### src/design/length_prefixed_frame_parser_top_defines.svh
// Assertion macros for the length-prefixed frame parser.
// Included by the top level; expects clk and rst_n in scope.
`ifndef LENGTH_PREFIXED_FRAME_PARSER_TOP_DEFINES_SVH
`define LENGTH_PREFIXED_FRAME_PARSER_TOP_DEFINES_SVH

// Condition must hold in the same cycle as the trigger
`define LFP_ASSERT_NOW(label, trig, cond, msg) \
    label: assert property (@(posedge clk) disable iff (!rst_n) (trig) |-> (cond)) \
        else $error(msg);

// Condition must hold in the cycle after the trigger
`define LFP_ASSERT_NEXT(label, trig, cond, msg) \
    label: assert property (@(posedge clk) disable iff (!rst_n) (trig) |=> (cond)) \
        else $error(msg);

`endif

### src/design/lfp_pkg.sv
// Shared types and constants for the length-prefixed frame parser.
// No dependencies.
package lfp_pkg;

    // Parser phases
    typedef enum logic [2:0] {
        PH_START   = 3'd0,
        PH_LEN     = 3'd1,
        PH_FINISH  = 3'd2,
        PH_PAYLOAD = 3'd3,
        PH_FOOTER  = 3'd4
    } phase_t;

    // Result kinds
    typedef enum logic [2:0] {
        K_PAYLOAD = 3'd0,
        K_GOOD    = 3'd1,
        K_BADHDR  = 3'd2,
        K_NONPOS  = 3'd3,
        K_BADFTR  = 3'd4,
        K_TIMEOUT = 3'd5
    } kind_t;

    // Configuration register indexes
    typedef enum logic [1:0] {
        CFG_START_BYTE  = 2'd0,
        CFG_FINISH_BYTE = 2'd1,
        CFG_FOOTER_BYTE = 2'd2,
        CFG_TIMEOUT     = 2'd3
    } cfg_idx_t;

    localparam int CFG_DATA_W  = 32;
    localparam int QUEUE_DEPTH = 2;
    localparam int IDX_W       = 4;

    // Classified item handed from front to back
    typedef struct packed {
        logic       is_tick;
        logic [7:0] rx_byte;
        logic       start_hit;
        logic       finish_hit;
        logic       footer_hit;
    } item_t;

    // Back-end status seen by the top level
    typedef struct packed {
        phase_t phase;
        logic   fire;
        logic   terminal;
    } back_status_t;

endpackage

### src/design/lfp_if.sv
// Valid/ready channel interfaces for input items and result items.
// No dependencies.
interface lfp_in_if;
    logic       valid;
    logic       ready;
    logic       cmd;
    logic [7:0] rx_byte;

    modport source (output valid, output cmd, output rx_byte, input ready);
    modport sink   (input valid, input cmd, input rx_byte, output ready);
endinterface

interface lfp_out_if;
    logic       valid;
    logic       ready;
    logic [2:0] kind;
    logic [7:0] payload_byte;
    logic       last_payload;

    modport source (output valid, output kind, output payload_byte, output last_payload,
                    input ready);
    modport sink   (input valid, input kind, input payload_byte, input last_payload,
                    output ready);
endinterface

### src/design/lfp_front.sv
// Front end: takes input transfers and classifies each byte against the
// configured sync and footer values. Depends on lfp_pkg and lfp_in_if.
module lfp_front
    import lfp_pkg::*;
(
    lfp_in_if.sink     in_ch,
    input  logic [7:0] start_byte,
    input  logic [7:0] finish_byte,
    input  logic [7:0] trailer_byte,
    input  logic       q_ready,
    output logic       push,
    output item_t      push_item
);

    // Accept whenever the queue has room
    assign in_ch.ready = q_ready;
    assign push        = in_ch.valid && q_ready;

    // Classification
    always_comb
    begin
        push_item.is_tick    = in_ch.cmd;
        push_item.rx_byte    = in_ch.rx_byte;
        push_item.start_hit  = (in_ch.rx_byte == start_byte);
        push_item.finish_hit = (in_ch.rx_byte == finish_byte);
        push_item.footer_hit = (in_ch.rx_byte == trailer_byte);
    end

endmodule

### src/design/lfp_queue.sv
// Short FIFO of classified items between front and back.
// Depends on lfp_pkg.
module lfp_queue
    import lfp_pkg::*;
(
    input  logic  clk,
    input  logic  rst_n,
    input  logic  push,
    input  item_t push_item,
    output logic  push_ready,
    output logic  q_valid,
    output item_t q_item,
    input  logic  pop,
    output logic [$clog2(QUEUE_DEPTH+1)-1:0] q_count
);

    localparam int PTR_W = $clog2(QUEUE_DEPTH);
    localparam int CNT_W = $clog2(QUEUE_DEPTH+1);

    item_t             mem [QUEUE_DEPTH];
    logic [PTR_W-1:0]  wr_ptr_reg, wr_ptr_next;
    logic [PTR_W-1:0]  rd_ptr_reg, rd_ptr_next;
    logic [CNT_W-1:0]  count_reg, count_next;
    logic              do_push, do_pop;

    assign push_ready = (count_reg != CNT_W'(QUEUE_DEPTH));
    assign q_valid    = (count_reg != '0);
    assign q_item     = mem[rd_ptr_reg];
    assign q_count    = count_reg;
    assign do_push    = push && push_ready;
    assign do_pop     = pop && q_valid;

    // Pointer and fill count update
    always_comb
    begin
        wr_ptr_next = wr_ptr_reg;
        rd_ptr_next = rd_ptr_reg;
        count_next  = count_reg;
        if (do_push)
        begin
            wr_ptr_next = (wr_ptr_reg == PTR_W'(QUEUE_DEPTH-1)) ? '0
                                                               : wr_ptr_reg + PTR_W'(1);
        end
        if (do_pop)
        begin
            rd_ptr_next = (rd_ptr_reg == PTR_W'(QUEUE_DEPTH-1)) ? '0
                                                               : rd_ptr_reg + PTR_W'(1);
        end
        if (do_push && !do_pop)
        begin
            count_next = count_reg + CNT_W'(1);
        end
        else if (do_pop && !do_push)
        begin
            count_next = count_reg - CNT_W'(1);
        end
    end

    always_ff @(posedge clk or negedge rst_n)
    begin
        if (!rst_n)
        begin
            wr_ptr_reg <= '0;
            rd_ptr_reg <= '0;
            count_reg  <= '0;
        end
        else
        begin
            wr_ptr_reg <= wr_ptr_next;
            rd_ptr_reg <= rd_ptr_next;
            count_reg  <= count_next;
        end
    end

    // Storage
    always_ff @(posedge clk)
    begin
        if (do_push)
        begin
            mem[wr_ptr_reg] <= push_item;
        end
    end

endmodule

### src/design/lfp_back.sv
// Back end: the deframing state machine, idle timer and result register.
// Depends on lfp_pkg and lfp_out_if.
module lfp_back
    import lfp_pkg::*;
#(
    parameter int SYNC_LEN   = 4,
    parameter int FOOTER_LEN = 4,
    parameter int LEN_BYTES  = 8
)
(
    input  logic         clk,
    input  logic         rst_n,
    input  logic         q_valid,
    input  item_t        q_item,
    output logic         q_pop,
    input  logic [31:0]  timeout_ticks,
    lfp_out_if.source    out_ch,
    output back_status_t status
);

    localparam int LEN_W = 8 * LEN_BYTES;

    phase_t           phase_reg, phase_next;
    logic [IDX_W-1:0] idx_reg, idx_next, idx_inc;
    logic             hdr_good_reg, hdr_good_next;
    logic [LEN_W-1:0] len_reg, len_next, len_shift;
    logic [LEN_W-1:0] left_reg, left_next;
    logic             ftr_good_reg, ftr_good_next;
    logic [31:0]      idle_reg, idle_next;
    logic             out_valid_reg, out_valid_next;
    kind_t            out_kind_reg;
    logic [7:0]       out_byte_reg;
    logic             out_last_reg;

    logic             fire, do_restart, hdr_ok, ftr_ok, is_last;
    kind_t            res_kind;
    logic [7:0]       res_byte;
    logic             res_last;

    assign idx_inc = idx_reg + IDX_W'(1);
    assign q_pop   = q_valid && (!out_valid_reg || out_ch.ready);

    // Length bytes arrive low first: shift in from the top
    generate
        if (LEN_BYTES == 1)
        begin : g_len_one
            assign len_shift = q_item.rx_byte;
        end
        else
        begin : g_len_many
            assign len_shift = {q_item.rx_byte, len_reg[LEN_W-1:8]};
        end
    endgenerate

    // Next state and result
    always_comb
    begin
        phase_next    = phase_reg;
        idx_next      = idx_reg;
        hdr_good_next = hdr_good_reg;
        len_next      = len_reg;
        left_next     = left_reg;
        ftr_good_next = ftr_good_reg;
        idle_next     = idle_reg;
        fire          = 1'b0;
        do_restart    = 1'b0;
        res_kind      = K_PAYLOAD;
        res_byte      = '0;
        res_last      = 1'b0;
        hdr_ok        = hdr_good_reg && q_item.finish_hit;
        ftr_ok        = ftr_good_reg && q_item.footer_hit;
        is_last       = (left_reg[LEN_W-1:1] == '0);

        if (q_pop)
        begin
            if (q_item.is_tick)
            begin
                // Idle timer tick
                if (timeout_ticks != '0)
                begin
                    if (idle_reg >= timeout_ticks)
                    begin
                        do_restart = 1'b1;
                        fire       = 1'b1;
                        res_kind   = K_TIMEOUT;
                    end
                    else
                    begin
                        idle_next = idle_reg + 32'd1;
                    end
                end
            end
            else
            begin
                idle_next = '0;
                case (phase_reg)
                    PH_START:
                    begin
                        if (!q_item.start_hit)
                        begin
                            hdr_good_next = 1'b0;
                        end
                        idx_next = idx_inc;
                        if (idx_inc >= IDX_W'(SYNC_LEN))
                        begin
                            phase_next = PH_LEN;
                            idx_next   = '0;
                        end
                    end
                    PH_LEN:
                    begin
                        len_next = len_shift;
                        idx_next = idx_inc;
                        if (idx_inc >= IDX_W'(LEN_BYTES))
                        begin
                            phase_next = PH_FINISH;
                            idx_next   = '0;
                        end
                    end
                    PH_FINISH:
                    begin
                        hdr_good_next = hdr_ok;
                        idx_next      = idx_inc;
                        if (idx_inc >= IDX_W'(SYNC_LEN))
                        begin
                            if (!hdr_ok)
                            begin
                                do_restart = 1'b1;
                                fire       = 1'b1;
                                res_kind   = K_BADHDR;
                            end
                            else if (len_reg[LEN_W-1] || (len_reg == '0))
                            begin
                                do_restart = 1'b1;
                                fire       = 1'b1;
                                res_kind   = K_NONPOS;
                            end
                            else
                            begin
                                left_next  = len_reg;
                                phase_next = PH_PAYLOAD;
                                idx_next   = '0;
                            end
                        end
                    end
                    PH_PAYLOAD:
                    begin
                        if (left_reg != '0)
                        begin
                            left_next = left_reg - LEN_W'(1);
                        end
                        if (is_last)
                        begin
                            phase_next    = PH_FOOTER;
                            idx_next      = '0;
                            ftr_good_next = 1'b1;
                        end
                        fire     = 1'b1;
                        res_kind = K_PAYLOAD;
                        res_byte = q_item.rx_byte;
                        res_last = is_last;
                    end
                    PH_FOOTER:
                    begin
                        ftr_good_next = ftr_ok;
                        idx_next      = idx_inc;
                        if (idx_inc >= IDX_W'(FOOTER_LEN))
                        begin
                            do_restart = 1'b1;
                            fire       = 1'b1;
                            res_kind   = ftr_ok ? K_GOOD : K_BADFTR;
                        end
                    end
                    default:
                    begin
                        do_restart = 1'b1;
                    end
                endcase
            end

            // Back to start of header after any frame-level result
            if (do_restart)
            begin
                phase_next    = PH_START;
                idx_next      = '0;
                hdr_good_next = 1'b1;
                len_next      = '0;
                left_next     = '0;
                ftr_good_next = 1'b1;
                idle_next     = '0;
            end
        end

        // Result register: loads on a result, empties on a transfer
        if (fire)
        begin
            out_valid_next = 1'b1;
        end
        else if (out_ch.ready)
        begin
            out_valid_next = 1'b0;
        end
        else
        begin
            out_valid_next = out_valid_reg;
        end
    end

    always_ff @(posedge clk or negedge rst_n)
    begin
        if (!rst_n)
        begin
            phase_reg     <= PH_START;
            idx_reg       <= '0;
            hdr_good_reg  <= 1'b1;
            len_reg       <= '0;
            left_reg      <= '0;
            ftr_good_reg  <= 1'b1;
            idle_reg      <= '0;
            out_valid_reg <= 1'b0;
        end
        else
        begin
            phase_reg     <= phase_next;
            idx_reg       <= idx_next;
            hdr_good_reg  <= hdr_good_next;
            len_reg       <= len_next;
            left_reg      <= left_next;
            ftr_good_reg  <= ftr_good_next;
            idle_reg      <= idle_next;
            out_valid_reg <= out_valid_next;
        end
    end

    // Result payload
    always_ff @(posedge clk)
    begin
        if (fire)
        begin
            out_kind_reg <= res_kind;
            out_byte_reg <= res_byte;
            out_last_reg <= res_last;
        end
    end

    assign out_ch.valid        = out_valid_reg;
    assign out_ch.kind         = out_kind_reg;
    assign out_ch.payload_byte = out_byte_reg;
    assign out_ch.last_payload = out_last_reg;

    assign status.phase    = phase_reg;
    assign status.fire     = fire;
    assign status.terminal = fire && (res_kind != K_PAYLOAD);

endmodule

### src/design/length_prefixed_frame_parser_top.sv
// Path: an input transfer is written into the queue, the back end pops it from there,
// and any result it produces is loaded into the result register that drives out_ch.
// Throughput: one item per cycle while the result register is empty or being read;
// a two-entry queue decouples the input from result stalls.
// Reset: rst_n (asynchronous, active low) clears configuration to zero, empties
// the queue and the result register, and puts the parser at the start of a header.
`include "length_prefixed_frame_parser_top_defines.svh"

module length_prefixed_frame_parser_top
    import lfp_pkg::*;
#(
    parameter int SYNC_LEN   = 4,
    parameter int FOOTER_LEN = 4,
    parameter int LEN_BYTES  = 8
)
(
    input  logic                  clk,
    input  logic                  rst_n,
    lfp_in_if.sink                in_ch,
    lfp_out_if.source             out_ch,
    input  logic                  cfg_we,
    input  logic [1:0]            cfg_index,
    input  logic [CFG_DATA_W-1:0] cfg_wdata
);

    localparam int CNT_W = $clog2(QUEUE_DEPTH+1);

    logic [7:0]       start_byte_reg;
    logic [7:0]       finish_byte_reg;
    logic [7:0]       trailer_byte_reg;
    logic [31:0]      timeout_reg;

    logic             push, push_ready, q_valid, q_pop;
    item_t            push_item, q_item;
    logic [CNT_W-1:0] q_count;
    back_status_t     status;

    // Configuration registers
    always_ff @(posedge clk or negedge rst_n)
    begin
        if (!rst_n)
        begin
            start_byte_reg   <= '0;
            finish_byte_reg  <= '0;
            trailer_byte_reg <= '0;
            timeout_reg      <= '0;
        end
        else if (cfg_we)
        begin
            case (cfg_idx_t'(cfg_index))
                CFG_START_BYTE:  start_byte_reg   <= cfg_wdata[7:0];
                CFG_FINISH_BYTE: finish_byte_reg  <= cfg_wdata[7:0];
                CFG_FOOTER_BYTE: trailer_byte_reg <= cfg_wdata[7:0];
                CFG_TIMEOUT:     timeout_reg      <= cfg_wdata[31:0];
                default:         ;
            endcase
        end
    end

    lfp_front u_front (
        .in_ch        (in_ch),
        .start_byte   (start_byte_reg),
        .finish_byte  (finish_byte_reg),
        .trailer_byte (trailer_byte_reg),
        .q_ready      (push_ready),
        .push         (push),
        .push_item    (push_item)
    );

    lfp_queue u_queue (
        .clk        (clk),
        .rst_n      (rst_n),
        .push       (push),
        .push_item  (push_item),
        .push_ready (push_ready),
        .q_valid    (q_valid),
        .q_item     (q_item),
        .pop        (q_pop),
        .q_count    (q_count)
    );

    lfp_back #(
        .SYNC_LEN   (SYNC_LEN),
        .FOOTER_LEN (FOOTER_LEN),
        .LEN_BYTES  (LEN_BYTES)
    ) u_back (
        .clk           (clk),
        .rst_n         (rst_n),
        .q_valid       (q_valid),
        .q_item        (q_item),
        .q_pop         (q_pop),
        .timeout_ticks (timeout_reg),
        .out_ch        (out_ch),
        .status        (status)
    );

    // Checks
    `LFP_ASSERT_NEXT(a_restart, status.terminal, status.phase == PH_START, "missed restart")
    `LFP_ASSERT_NOW(a_last, out_ch.valid && out_ch.last_payload, out_ch.kind == K_PAYLOAD, "stray last")
    `LFP_ASSERT_NOW(a_q_bound, 1'b1, q_count <= CNT_W'(QUEUE_DEPTH), "queue overfilled")
    `LFP_ASSERT_NOW(a_fire_slot, status.fire, !out_ch.valid || out_ch.ready, "result overwrite")

endmodule

### src/flat_wrapper.sv
// flat-port wrapper written by rule: the top's interface ports become plain ports
module length_prefixed_frame_parser_top_flat import lfp_pkg::*;
#(
    parameter int SYNC_LEN   = 4,
    parameter int FOOTER_LEN = 4,
    parameter int LEN_BYTES  = 8
)
  (clk, rst_n, cfg_we, cfg_index, cfg_wdata, in_ch_valid, in_ch_cmd, in_ch_rx_byte, in_ch_ready, out_ch_valid, out_ch_kind, out_ch_payload_byte, out_ch_last_payload, out_ch_ready);
  lfp_in_if in_ch_i ();
  lfp_out_if out_ch_i ();
  input  logic clk;
  input  logic rst_n;
  input  logic cfg_we;
  input  logic [1:0] cfg_index;
  input  logic [CFG_DATA_W-1:0] cfg_wdata;
  input wire logic [$bits(in_ch_i.valid)-1:0] in_ch_valid;
  input wire logic [$bits(in_ch_i.cmd)-1:0] in_ch_cmd;
  input wire logic [$bits(in_ch_i.rx_byte)-1:0] in_ch_rx_byte;
  output wire logic [$bits(in_ch_i.ready)-1:0] in_ch_ready;
  output wire logic [$bits(out_ch_i.valid)-1:0] out_ch_valid;
  output wire logic [$bits(out_ch_i.kind)-1:0] out_ch_kind;
  output wire logic [$bits(out_ch_i.payload_byte)-1:0] out_ch_payload_byte;
  output wire logic [$bits(out_ch_i.last_payload)-1:0] out_ch_last_payload;
  input wire logic [$bits(out_ch_i.ready)-1:0] out_ch_ready;
  assign in_ch_i.valid = in_ch_valid;
  assign in_ch_i.cmd = in_ch_cmd;
  assign in_ch_i.rx_byte = in_ch_rx_byte;
  assign in_ch_ready = in_ch_i.ready;
  assign out_ch_valid = out_ch_i.valid;
  assign out_ch_kind = out_ch_i.kind;
  assign out_ch_payload_byte = out_ch_i.payload_byte;
  assign out_ch_last_payload = out_ch_i.last_payload;
  assign out_ch_i.ready = out_ch_ready;
  length_prefixed_frame_parser_top #(.SYNC_LEN(SYNC_LEN), .FOOTER_LEN(FOOTER_LEN), .LEN_BYTES(LEN_BYTES)) u_core (.clk(clk), .rst_n(rst_n), .in_ch(in_ch_i), .out_ch(out_ch_i), .cfg_we(cfg_we), .cfg_index(cfg_index), .cfg_wdata(cfg_wdata));
endmodule
### config.mk
export PLATFORM = sky130hd
export DESIGN_NAME = length_prefixed_frame_parser_top_flat
export DESIGN_NICKNAME = d
export VERILOG_FILES = /design/src/design/lfp_pkg.sv /design/src/design/lfp_if.sv /design/src/design/lfp_front.sv /design/src/design/lfp_queue.sv /design/src/design/lfp_back.sv /design/src/design/length_prefixed_frame_parser_top.sv /design/src/flat_wrapper.sv
export VERILOG_INCLUDE_DIRS = /design/src /design/src/design
export SDC_FILE = /design/constraint.sdc
export NUM_CORES = 1
export LEC_CHECK = 0
export ABC_AREA = 1
export ABC_CLOCK_PERIOD_IN_PS = 3500
export BUFFER_PORTS_ARGS = -buffer_cell sky130_fd_sc_hd__buf_2
export CAP_MARGIN = 20
export CORE_MARGIN = 2
export CORE_UTILIZATION = 30
export CTS_CLUSTER_DIAMETER = 150
export DETAILED_ROUTE_END_ITERATION = 7
export GPL_TIMING_DRIVEN = 0
export MAX_ROUTING_LAYER = met4
export PLACE_DENSITY = 0.49
export SLEW_MARGIN = 20
export SYNTH_ARGS = -nofsm -noshare
export SYNTH_HDL_FRONTEND = slang
export SYNTH_SLANG_ARGS = --single-unit
export TNS_END_PERCENT = 5
### constraint.sdc
create_clock -name clk -period 3.5 [get_ports clk]
set_input_delay 0.35 -clock clk [delete_from_list [all_inputs] [get_ports clk]]
set_output_delay 0.35 -clock clk [all_outputs]
set_load 0.02 [all_outputs]
Word-level counts from Yosys, hierarchy flattened
Memory sizes are Yosys's and may differ from the RTL's.
Index checks and enable logic that the tools add are counted.

operators by class
  order comparisons = 3
  reduce and logical (&&, ||, !) cells = 41
  mux-type cells = 69
  add/sub/neg operators = 7
  bitwise gates (word level) = 2
  equal/unequal tests = 22

operator list
  kind                   number
  $mux 64                9
  $mux 32                4
  $pmux 64 s2            1
  $logic_not 64->1       1
  $reduce_bool 64->1     1
  $sub 64x1->64 const B  1
  $logic_not 63->1       1
  $mux 3                 13
  $add 32x1->32 const B  1
  $ge 32x32->1           1
  $mux 4                 8
  $reduce_bool 32->1     1
  $ne 3x3->1 const B     10
  $eq 8x8->1             3
  $mux 1                 22
  $pmux 4 s5             1
  $pmux 3 s4             1
  $reduce_and 4->1       3
  $mux 2                 5
  $reduce_and 9->1       1
  $reduce_bool 3->1      3
  $logic_and 1x1->1      8
  $reduce_and 2->1       4
  $reduce_bool 2->1      4
  25 further kinds       37

storage, ports and cells
  RAM bits = 24
  output and inout port bits = 14
  memories kept = 1
  flip-flop bits (word level) = 242
  logic and storage cells = 163

memories
  name                depth  width  read ports  clocked after Yosys merged registers in  write ports  RTL line         text
  u_core.u_queue.mem  2      12     1           0                                        1            lfp_queue.sv:20  item_t mem [QUEUE_DEPTH];

Longest topological paths before layout
  depth in word-level cells = 10
  depth in mapped cells = 21
  depth with buffers taken out = 21

Modules after synthesis
From an unflattened synthesis, not the netlist that was laid out.

second synthesis, totals
  cell total of the unflattened synthesis = 2,078
  area, all modules = 15,947.8 µm²

modules (own cells, without submodules)
  module                            area an instance (µm²)  instances  sequential area each (µm²)  cells each
  lfp_back                          11,896.4                1          4,616.9                     1,599
  length_prefixed_frame_parser_top  2,379.8                 1          1,401.3                     251
  lfp_queue                         1,119.8                 1          820.8                       91
  lfp_front                         551.8                   1          0.0                         137

Least setup slack after synthesis
Ideal clock, no wire load.

  path kind = reg-to-reg
  start point = reg u_core.u_back.idle_reg[15]
  end point = reg u_core.u_back.out_kind_reg[0] (netlist: u_core.u_back.out_ch.kind[0]), enable pin
  stages on the path, launching flop included = 14
  period minus slack after synthesis = 2.301 ns
  setup time = 0.344 ns
  buffers on the path = 0
  setup slack = 1.199 ns
  data required time = 3.156 ns
  arrival = 1.957 ns
  path through = dfrtp_1 -> ha_1 -> nand2_1 -> inv_1 -> nand2_1 -> nor3_1 -> nand2_1 -> nand2_1 -> nand2_1 -> nand2_1 -> nand2_1 -> a21oi_2 -> nand2_1 -> inv_1

RTL lines
  element                 RTL line         text
  start, declared         lfp_back.sv:29   logic [31:0] idle_reg, idle_next;
  start signal, assigned  lfp_back.sv:230  idle_reg <= idle_next;
  end signal, assigned    lfp_back.sv:240  out_kind_reg <= res_kind;
  end, declared           lfp_back.sv:31   kind_t out_kind_reg;

==> impl_results.md <==
* Core ar. at 49100 µm²
* # rows at slightly above 80
* Cts bufs inserted at 35
* Post-CTS Setup Bufs at 0
* Static Leak at 0.00786 µW
* Max Cap Viol at 0
* Critical Path End Type: flop
* Syn Nets at 2025
* Average cell area after synthesis at slightly below 8 µm²
* Critical path data arrival time at roughly 3.4 ns
* Post-synthesis xor/xnor area fraction at approximately 5.1%
* Unrepaired setup endpoints after global routing: no
* Placed cells at 2669
* Seq/Total Area, Yosys at ~46%
* Die area at 51600 µm²
* Placer Congestion at 0.961
* CTS HTree Levels at 2
* Slew headroom at 37.8%
* Via count at 13298
* DRT Wirelength at 47.7 mm
* 1st-iter DRT viols at 822
* CTS tree: done
* Ys Warns at 0
* Dpl cell area at 16200 µm²
* Status: completed
* DIE HEIGHT at 227 µm
* Most frequent cells in the layout: 471 x nand2_1, 290 x nor2_1, 228 x dfrtp_1, 174 x inv_1, 116 x o21ai_0
* Hold Violations, Final at 0
* Yosys cell types at 46
* Layout Nets at 2129
* Max-slew violations at 0
* Remaining global-route overflow at 0
* Final Skew at between 0.03 and 0.04 ns
* Class of the worst hold path: in2reg
* Fin area at ~17000 µm²
* Port bufs at approximately 60
* Power Dens Cells at 849 nW/µm²
* Required time at the worst-slack endpoint at ~3.7 ns
* Share of layout cells above drive strength 1 at 9.04%
* Global-route wire length before repair at 75.1 mm
* Cells after synthesis at 1941
* Multiplexer area fraction after synthesis at 0.536%
* Fill cells at 5257
* Commonest non-fill, non-tap cell in the layout: nand2_1
* Maximum vdd drop at 0.000465 V
* Pin count of the biggest net entering global routing at 90
* GRT Overall Usage at between 10% and 20%
* Cts hold-fix bufs at 3
* Total negative slack at 0 ns
* F_max at slightly above 300 MHz
* Hpwl dp at 36.5 mm
* Crit path kind: reg2reg
* I/O Pins at 62
* Final period utilization at 93.2%
* Cell Count, Final, Fillers Out at 2734
* Adder and majority gate portion of the synthesized area at 3.02%
* Clock transition at path regs at ~0.05 ns
* Finish-stage setup viols at 0
* Vias in the first global route at 13173
* CTS Root Cell: clkbuf_16
* Initial antenna violation count at 1
* Cell area after synthesis at 14900 µm²
* Largest family of logic cells by synthesized area: simple AND/OR/NAND/NOR gates
* Initial Util at 30.5%
* Primary FF master, synth: dfrtp_1
* Drt via density at 4.86
* DR WL/cell at 17.5 µm
* Least-Margin Pin Slew at 0.933 ns
* Crit Path Max Fanout at 12
* Clk buf depth at 3
* Simple-Gate Fraction of Synth Area at 27.4%
* PostCTS Resize Cnt at 0
* DIE WIDTH at 227 µm
* DR DRC count at 0
* Post-synth EDFFs at 36
* Flops & latches, synth at 266
* DR pass1 iterations at 5
* Clk Latency, worst-skew pair at roughly 0.56 ns
* Asr flop ratio synth at 86.5%
* Startpoint types: flop
* Compound-Gate Fraction of Synth Area at 11.1%
* P&R area growth vs syn at 16.3%
* Final worst path period need at 3.26 ns
* Post-route ant nets at 0
* Num Clock Sinks at about 270
synthesized netlist by cell type (3+ instances only):
| cell type | count | area share (%) |
|---|---|---|
| o21a_1 | 4 | 0.20 |
| a21oi_1 | 67 | 2.2 |
| ha_1 | 36 | 3.0 |
| nand4_1 | 29 | 1.2 |
| buf_2 | 22 | 0.74 |
| mux2i_1 | 8 | 0.54 |
| nand3_1 | 108 | 3.6 |
| nor2_2 | 4 | 0.17 |
| and3_1 | 5 | 0.21 |
| nand2_1 | 471 | 12 |
| o21ai_0 | 116 | 3.9 |
| a21o_1 | 3 | 0.15 |
| o22ai_1 | 4 | 0.17 |
| or2_2 | 6 | 0.25 |
| buf_6 | 9 | 0.68 |
| buf_4 | 8 | 0.40 |
| nor2_1 | 292 | 7.3 |
| a21oi_2 | 3 | 0.18 |
| nand3b_1 | 4 | 0.20 |
| inv_1 | 174 | 4.4 |
| inv_2 | 4 | 0.10 |
| xnor2_1 | 42 | 2.5 |
| o21ai_1 | 87 | 2.9 |
| nor3b_1 | 4 | 0.20 |
| nor3_1 | 44 | 1.5 |
| nand2_2 | 3 | 0.13 |
| clkbuf_1 | 30 | 0.75 |
| nor4_1 | 8 | 0.34 |
| dfrtp_1 | 228 | 38 |
| edfxtp_1 | 36 | 7.2 |
| xor2_1 | 45 | 2.6 |
| o211ai_1 | 18 | 0.90 |
area by class of cell:
class	count	area, µm²	share of cell area [%]
Sequential cell	266	6840	39.4
Inverter	178	668	3.84
Clock buffer	49	1010	5.81
Clock inverter	12	159	0.914
Multi-Input combinational cell	1426	7050	40.6
Buffer	71	392	2.25
Timing Repair Buffer	67	428	2.46
Antenna cell	1	2.50	0.0144
Tap cell	664	831	4.78
critical path, stage by stage (launching register included):
cell and delay [ns]:
dfrtp_1 0.44, ha_1 0.33, nand2_1 0.05, inv_1 0.04, nand2_1 0.07, nor3_1 0.20
nand2_1 0.08, nand2_1 0.12, nand2_1 0.06, nand2_1 0.08, nand2_1 0.11, a21oi_2 0.58
nand2_1 0.25, inv_1 0.48
where the power goes:
| part | switching [µW] | total [µW] | internal (µW) | leakage [µW] |
|---|---|---|---|---|
| registers | 906 | 4960 | 4050 | 0.00326 |
| clock network | 1440 | 3680 | 2240 | 0.000569 |
| logic | 4180 | 6110 | 1930 | 0.00402 |
final timing paths:
kind / from / slack (ns) / end / cells past startpoint
min reg2reg: u_core.u_back.ftr_good_reg$_DFFE_PN1P_ / 0.46 / u_core.u_back.ftr_good_reg$_DFFE_PN1P_ / 2
min: cfg_wdata[9] / 0.06 / u_core.timeout_reg[9]$_DFFE_PN0P_ / 3
max in group asynchronous: rst_n / 2.34 / u_core.timeout_reg[10]$_DFFE_PN0P_ / 4
max reg2reg: u_core.u_back.idle_reg[14]$_DFFE_PN0P_ / 0.24 / u_core.u_back.out_ch.payload_byte[5]$_SDFFCE_PP0P_ / 13
min in group asynchronous: rst_n / 0.21 / u_core.u_back.left_reg[40]$_DFFE_PN0P_ / 2
max: u_core.u_back.idle_reg[14]$_DFFE_PN0P_ / 0.24 / u_core.u_back.out_ch.payload_byte[5]$_SDFFCE_PP0P_ / 13
kinds of logic (layout without fill, tap and decap cells):
| family | Yosys count | after routing |
|---|---|---|
| flops | 266 | 266 |
| mux | 8 | 8 |
| simple gates | 985 | 985 |
| other cells | 0 | 1 |
| compound gates | 310 | 310 |
| xor+xnor | 87 | 87 |
| buf+inv | 249 | 377 |
| fa+ha+maj | 36 | 36 |
per-layer routing:
layer	global-route usage (%)	up-vias	share of wire [%]	wire length [µm]
met5	-	-	0	0
met3	3.23	73	5.1	2460
met2	31.2	308	46	22200
met4	6.30	0	2.9	1410
li1	-	6551	-	-
met1	25.3	6366	45	21700
through the flow:
| step | utilization [%] | power [µW] | hold slack [ns] | setup WS, ns |
|---|---|---|---|---|
| 2_1_floorplan | - | 8980 | 0.0544 | 1.20 |
| 6_report | 35.4 | 14700 | 0.0563 | 0.238 |
| 4_1_cts | 35.4 | 14900 | 0.0234 | 0.210 |
| 3_5_place_dp | 33.0 | 11100 | 0.175 | 0.211 |
| 3_3_place_gp | 32.8 | 11000 | 0.454 | -2.35 |
| 5_1_grt | 35.4 | 15900 | 0.0474 | 0.0217 |
Power figures use the tool's default switching activity.
